**config.mk**
```make
export PLATFORM = sky130hd
export DESIGN_NAME = dsu_ram
export DESIGN_NICKNAME = d
export VERILOG_FILES = /design/src/design/dsu_ram.sv
export SDC_FILE = /design/constraint.sdc
export NUM_CORES = 1
export LEC_CHECK = 0
export ABC_AREA = 1
export BUFFER_PORTS_ARGS = -buffer_cell sky130_fd_sc_hd__buf_2
export CORE_MARGIN = 3
export CORE_UTILIZATION = 55
export CTS_CLUSTER_DIAMETER = 100
export CTS_CLUSTER_SIZE = 25
export DETAILED_ROUTE_END_ITERATION = 12
export PLACE_DENSITY = 0.73
export SETUP_SLACK_MARGIN = 0.3
export SLEW_MARGIN = 20
export SYNTH_ARGS = -nofsm -noshare
export SYNTH_HDL_FRONTEND = slang
export SYNTH_SLANG_ARGS = --single-unit
export TNS_END_PERCENT = 50
```
**constraint.sdc**
```tcl
create_clock -name clock -period 0.9 [get_ports clock]
set_input_delay 0.045 -clock clock [delete_from_list [all_inputs] [get_ports clock]]
set_output_delay 0.045 -clock clock [all_outputs]
set_load 0.05 [all_outputs]
```
**src/design/dsu_ram.sv**
```systemverilog
// generic simple dual-port ram with registered read
module dsu_ram #(
   parameter int WIDTH = 8,
   parameter int DEPTH = 16
) (
   input  logic                     clock,
   input  logic                     wr_en,
   input  logic [$clog2(DEPTH)-1:0] wr_addr,
   input  logic [WIDTH-1:0]         wr_data,
   input  logic [$clog2(DEPTH)-1:0] rd_addr,
   output logic [WIDTH-1:0]         rd_data
);

   logic [WIDTH-1:0] mem [DEPTH];
   logic [WIDTH-1:0] rd_data_ff;

   // write port
   always_ff @(posedge clock) begin
      if (wr_en) begin
         mem[wr_addr] <= wr_data;
      end
   end

   // registered read port
   always_ff @(posedge clock) begin
      rd_data_ff <= mem[rd_addr];
   end

   assign rd_data = rd_data_ff;

endmodule

```
==> load_flow_metrics.sql <==
INSERT INTO impl_metrics (metric_group, metric, value, unit) VALUES
('outcome', 'outcome', 'complete, but fails checks', ''),
('outcome', 'failed_checks', 'hold timing, setup timing', ''),
('cts', 'cts_buf_count', '17', ''),
('grt', 'maximum_number_of_pins_on_one_net_before_global_route_repair', '49', ''),
('cts', 'cts_htree_levels', '4', ''),
('logic_synthesis', 'postSynthRegisterBits', '136', ''),
('detailed_routing', 'drt-total-wl', '13500', 'µm'),
('setup_path', 'cp_slowest_cell', 'sky130_fd_sc_hd__dfxtp_2', ''),
('setup_path', 'critPathTopFamily', 'flip-flops', ''),
('detailed_routing', 'detailedRoute.firstIterationViolations', '375', ''),
('logic_synthesis', 'synth_largest_type_area_fraction', '0.667', ''),
('cts', 'path_clk_slew', '0.06', 'ns'),
('logic_synthesis', 'async_reset_ff_frac', '0', ''),
('setup_path', 'worstPathArrival', '1.01', 'ns'),
('grt', 'globalRouteMet2Util', '0.385', ''),
('cts', 'clock_tree_from_tritoncts', 'done', ''),
('logic_synthesis', 'post_synth_inst_count', '551', ''),
('sta', 'rsz0062_at_grt', 'true', ''),
('pwr', 'leakage', '0.00314', 'µW'),
('logic_synthesis', 'syn-num-nets', '569', ''),
('final_layout', 'finalNetCount', '629', ''),
('sta', 'hold_viol', '88', ''),
('grt', 'grt_first_pass_wirelength', '21200', 'µm'),
('setup_path', 'cp-start-kind', 'flip-flop', ''),
('logic_synthesis', 'synth-seq-area-share', '0.694', ''),
('sta', 'timing_max_transition_violations_final', '0', ''),
('sta', 'timing.fmax', '943', 'MHz'),
('detailed_routing', 'vias_per_cell', '5.41', ''),
('sta', 'hold_ws', '-0.0916', 'ns'),
('place', 'post-place-cells', '722', ''),
('setup_path', 'r2r_setup_slack', '-0.07', 'ns'),
('sta', 'max_slew_margin', '0.729', ''),
('logic_synthesis', 'synth.distinct_cells', '12', ''),
('min_path', 'launch_instance_of_the_worst_min_delay_path', 'rd_addr[3]', ''),
('final_layout', 'layout.area.seq', '0.00401', 'mm²'),
('setup_path', 'critical_path_cell_by_cell', 'buf_8', ''),
('cts', 'cts_max_path_buffers', '2', ''),
('setup_path', 'path_max_fanout', '1', ''),
('sta', 'count_of_final_setup_violators', '16', ''),
('floorplanning', 'die_h', '108', 'µm'),
('sta', 'final_critical_path_setup_slack', '-0.160', 'ns'),
('final_layout', 'post-route-util', '0.723', ''),
('logic_synthesis', 'synth.yosys.warnings', '0', ''),
('sta', 'timing.final.crit_share', '1.18', ''),
('final_layout', 'fillCellCount', '690', ''),
('cts', 'ctsRootBufferMaster', 'sky130_fd_sc_hd__clkbuf_8', ''),
('setup_path', 'cp_slowest_stage_delay', '0.34', 'ns'),
('floorplanning', 'initial_core_util', '0.577', ''),
('min_path', 'hold_class', 'input port to flip-flop', ''),
('logic_synthesis', 'synth_enable_flop_cells', '128', ''),
('setup_path', 'timing.critical_path.required', '0.85', 'ns'),
('min_path', 'timing.hold.worst_endpoint', 'rd_data[6]$_DFF_P_', ''),
('final_layout', 'area_growth_syn_to_layout', '25.3', '%'),
('grt', 'use_met1', '0.341', ''),
('logic_synthesis', 'synth_area_leader_cell', 'sky130_fd_sc_hd__edfxtp_1', ''),
('pwr', 'powerDensity', '2080', 'mW/mm²'),
('sta', 'worst_slew_pin_slew', '0.406', 'ns'),
('cts', 'clk-insertion-delay-late', '0.52', 'ns'),
('logic_synthesis', 'synth.most_common_cell', 'sky130_fd_sc_hd__nand2_1', ''),
('detailed_routing', 'drtPass1Iterations', '7', ''),
('logic_synthesis', 'ys_top_cells_by_count', 'sky130_fd_sc_hd__nand2_1 (173), sky130_fd_sc_hd__edfxtp_1 (128), sky130_fd_sc_hd__inv_1 (100)', ''),
('setup_path', 'ff2ff_path_depth', '6', ''),
('grt', 'grt_usage', '0.250', ''),
('setup_path', 'path_class', 'flip-flop to output port', ''),
('logic_synthesis', 'netlist_area', '0.00577', 'mm²'),
('grt', 'vias_in_the_first_global_route', '3980', ''),
('detailed_routing', 'detailroute.via_count', '4091', ''),
('place', 'hpwl', '8310', 'µm'),
('final_layout', 'final_cell_count_no_fill', '756', ''),
('grt', 'layer_with_the_highest_usage', 'met2', ''),
('setup_path', 'critPathBufInv', '1', '');
## sequential cells by signal, indices dropped and copies added, names as in the netlist
register,flops
rd_data,8
mem,128
## cell families (layout without fill, tap and decap cells)
group	count (synthesis)	after routing	share of synthesized area
buffers and inverters	126	198	0.0952
and+or+nand+nor	289	289	0.210
DFF	136	136	0.694
## cells in the final DEF, fill, tap and decap left out
cell / instances
sky130_fd_sc_hd__clkbuf_1: 4
sky130_fd_sc_hd__buf_2: 16
sky130_fd_sc_hd__inv_1: 99
sky130_fd_sc_hd__edfxtp_1: 128
sky130_fd_sc_hd__bufinv_16: 3
sky130_fd_sc_hd__nand3_2: 46
sky130_fd_sc_hd__buf_6: 2
sky130_fd_sc_hd__inv_2: 3
sky130_fd_sc_hd__buf_4: 31
sky130_fd_sc_hd__dfxtp_2: 8
sky130_fd_sc_hd__clkinv_1: 1
sky130_fd_sc_hd__clkbuf_16: 16
sky130_fd_sc_hd__nand3b_1: 2
sky130_fd_sc_hd__buf_12: 6
sky130_fd_sc_hd__clkinv_2: 4
sky130_fd_sc_hd__nand2_4: 1
sky130_fd_sc_hd__clkbuf_4: 1
sky130_fd_sc_hd__nand3_1: 51
sky130_fd_sc_hd__nand2_1: 165
sky130_fd_sc_hd__nor2_4: 2
sky130_fd_sc_hd__nand2_2: 7
sky130_fd_sc_hd__clkbuf_8: 1
sky130_fd_sc_hd__nor2_2: 15
sky130_fd_sc_hd__clkinvlp_4: 2
sky130_fd_sc_hd__dlygate4sd3_1: 3
sky130_fd_sc_hd__buf_8: 6
## timing repair
| item | CTS | global route |
|---|---|---|
| buffers inserted | 0 | 0 |
| endpoints found under the hold margin | 144 | 96 |
| resized for setup | 66 | 18 |
| pin swaps | 12 | 9 |
| setup endpoints to repair | 16 | 23 |
## power breakdown
part / internal, µW / switching, µW / total, µW / leakage, µW
clock: 4170 / 2430 / 6600 / 0.000269
combinational: 448 / 862 / 1310 / 0.00164
sequential: 7090 / 56.6 / 7150 / 0.00122
## stage by stage
step                setup TNS [ns]  total power [µW]  setup slack (ns)  hold slack, ns  cell area [µm²]
detailed placement          -23.58              8360            -0.215           0.437             6310
global placement            -21.27              8350            -0.209           0.432             6310
CTS                          -1.50             15100            -0.183          -0.115             7150
global route                 -2.22             15500            -0.194          -0.101             7230
floorplan                    -1.19              7910           -0.0186           0.144             5830
finish                       -1.52             15100            -0.160         -0.0916             7230
## routing by layer
layer  part of all wire  vias to the layer above
li1                   -                     1893
met1               0.41                     1944
met2               0.48                      213
met3              0.082                       41
met4              0.028                        0
met5                  0                        -
## how the worst max path moves through the flow
stage                       startpoint                   end  slack [ns]  cells past startpoint
finish              rd_data[1]$_DFF_P_            rd_data[1]       -0.16                      1
global route        rd_data[4]$_DFF_P_            rd_data[4]       -0.19                      1
CTS                 rd_data[4]$_DFF_P_            rd_data[4]       -0.18                      1
detailed placement          wr_addr[3]   mem[7][6]$_DFFE_PP_       -0.21                      5
global placement            wr_addr[3]   mem[5][3]$_DFFE_PP_       -0.21                      5
floorplan                   wr_addr[2]  mem[10][0]$_DFFE_PP_       -0.02                      2
## final cells by class
class / instances / area share
Clock buffer: 21 / 0.0594
Clock inverter: 10 / 0.0178
Inverter: 102 / 0.0530
Multi-Input combinational cell: 289 / 0.211
Sequential cell: 136 / 0.555
Tap cell: 133 / 0.0230
Timing Repair Buffer: 65 / 0.0807
Power figures use the tool's default switching activity.
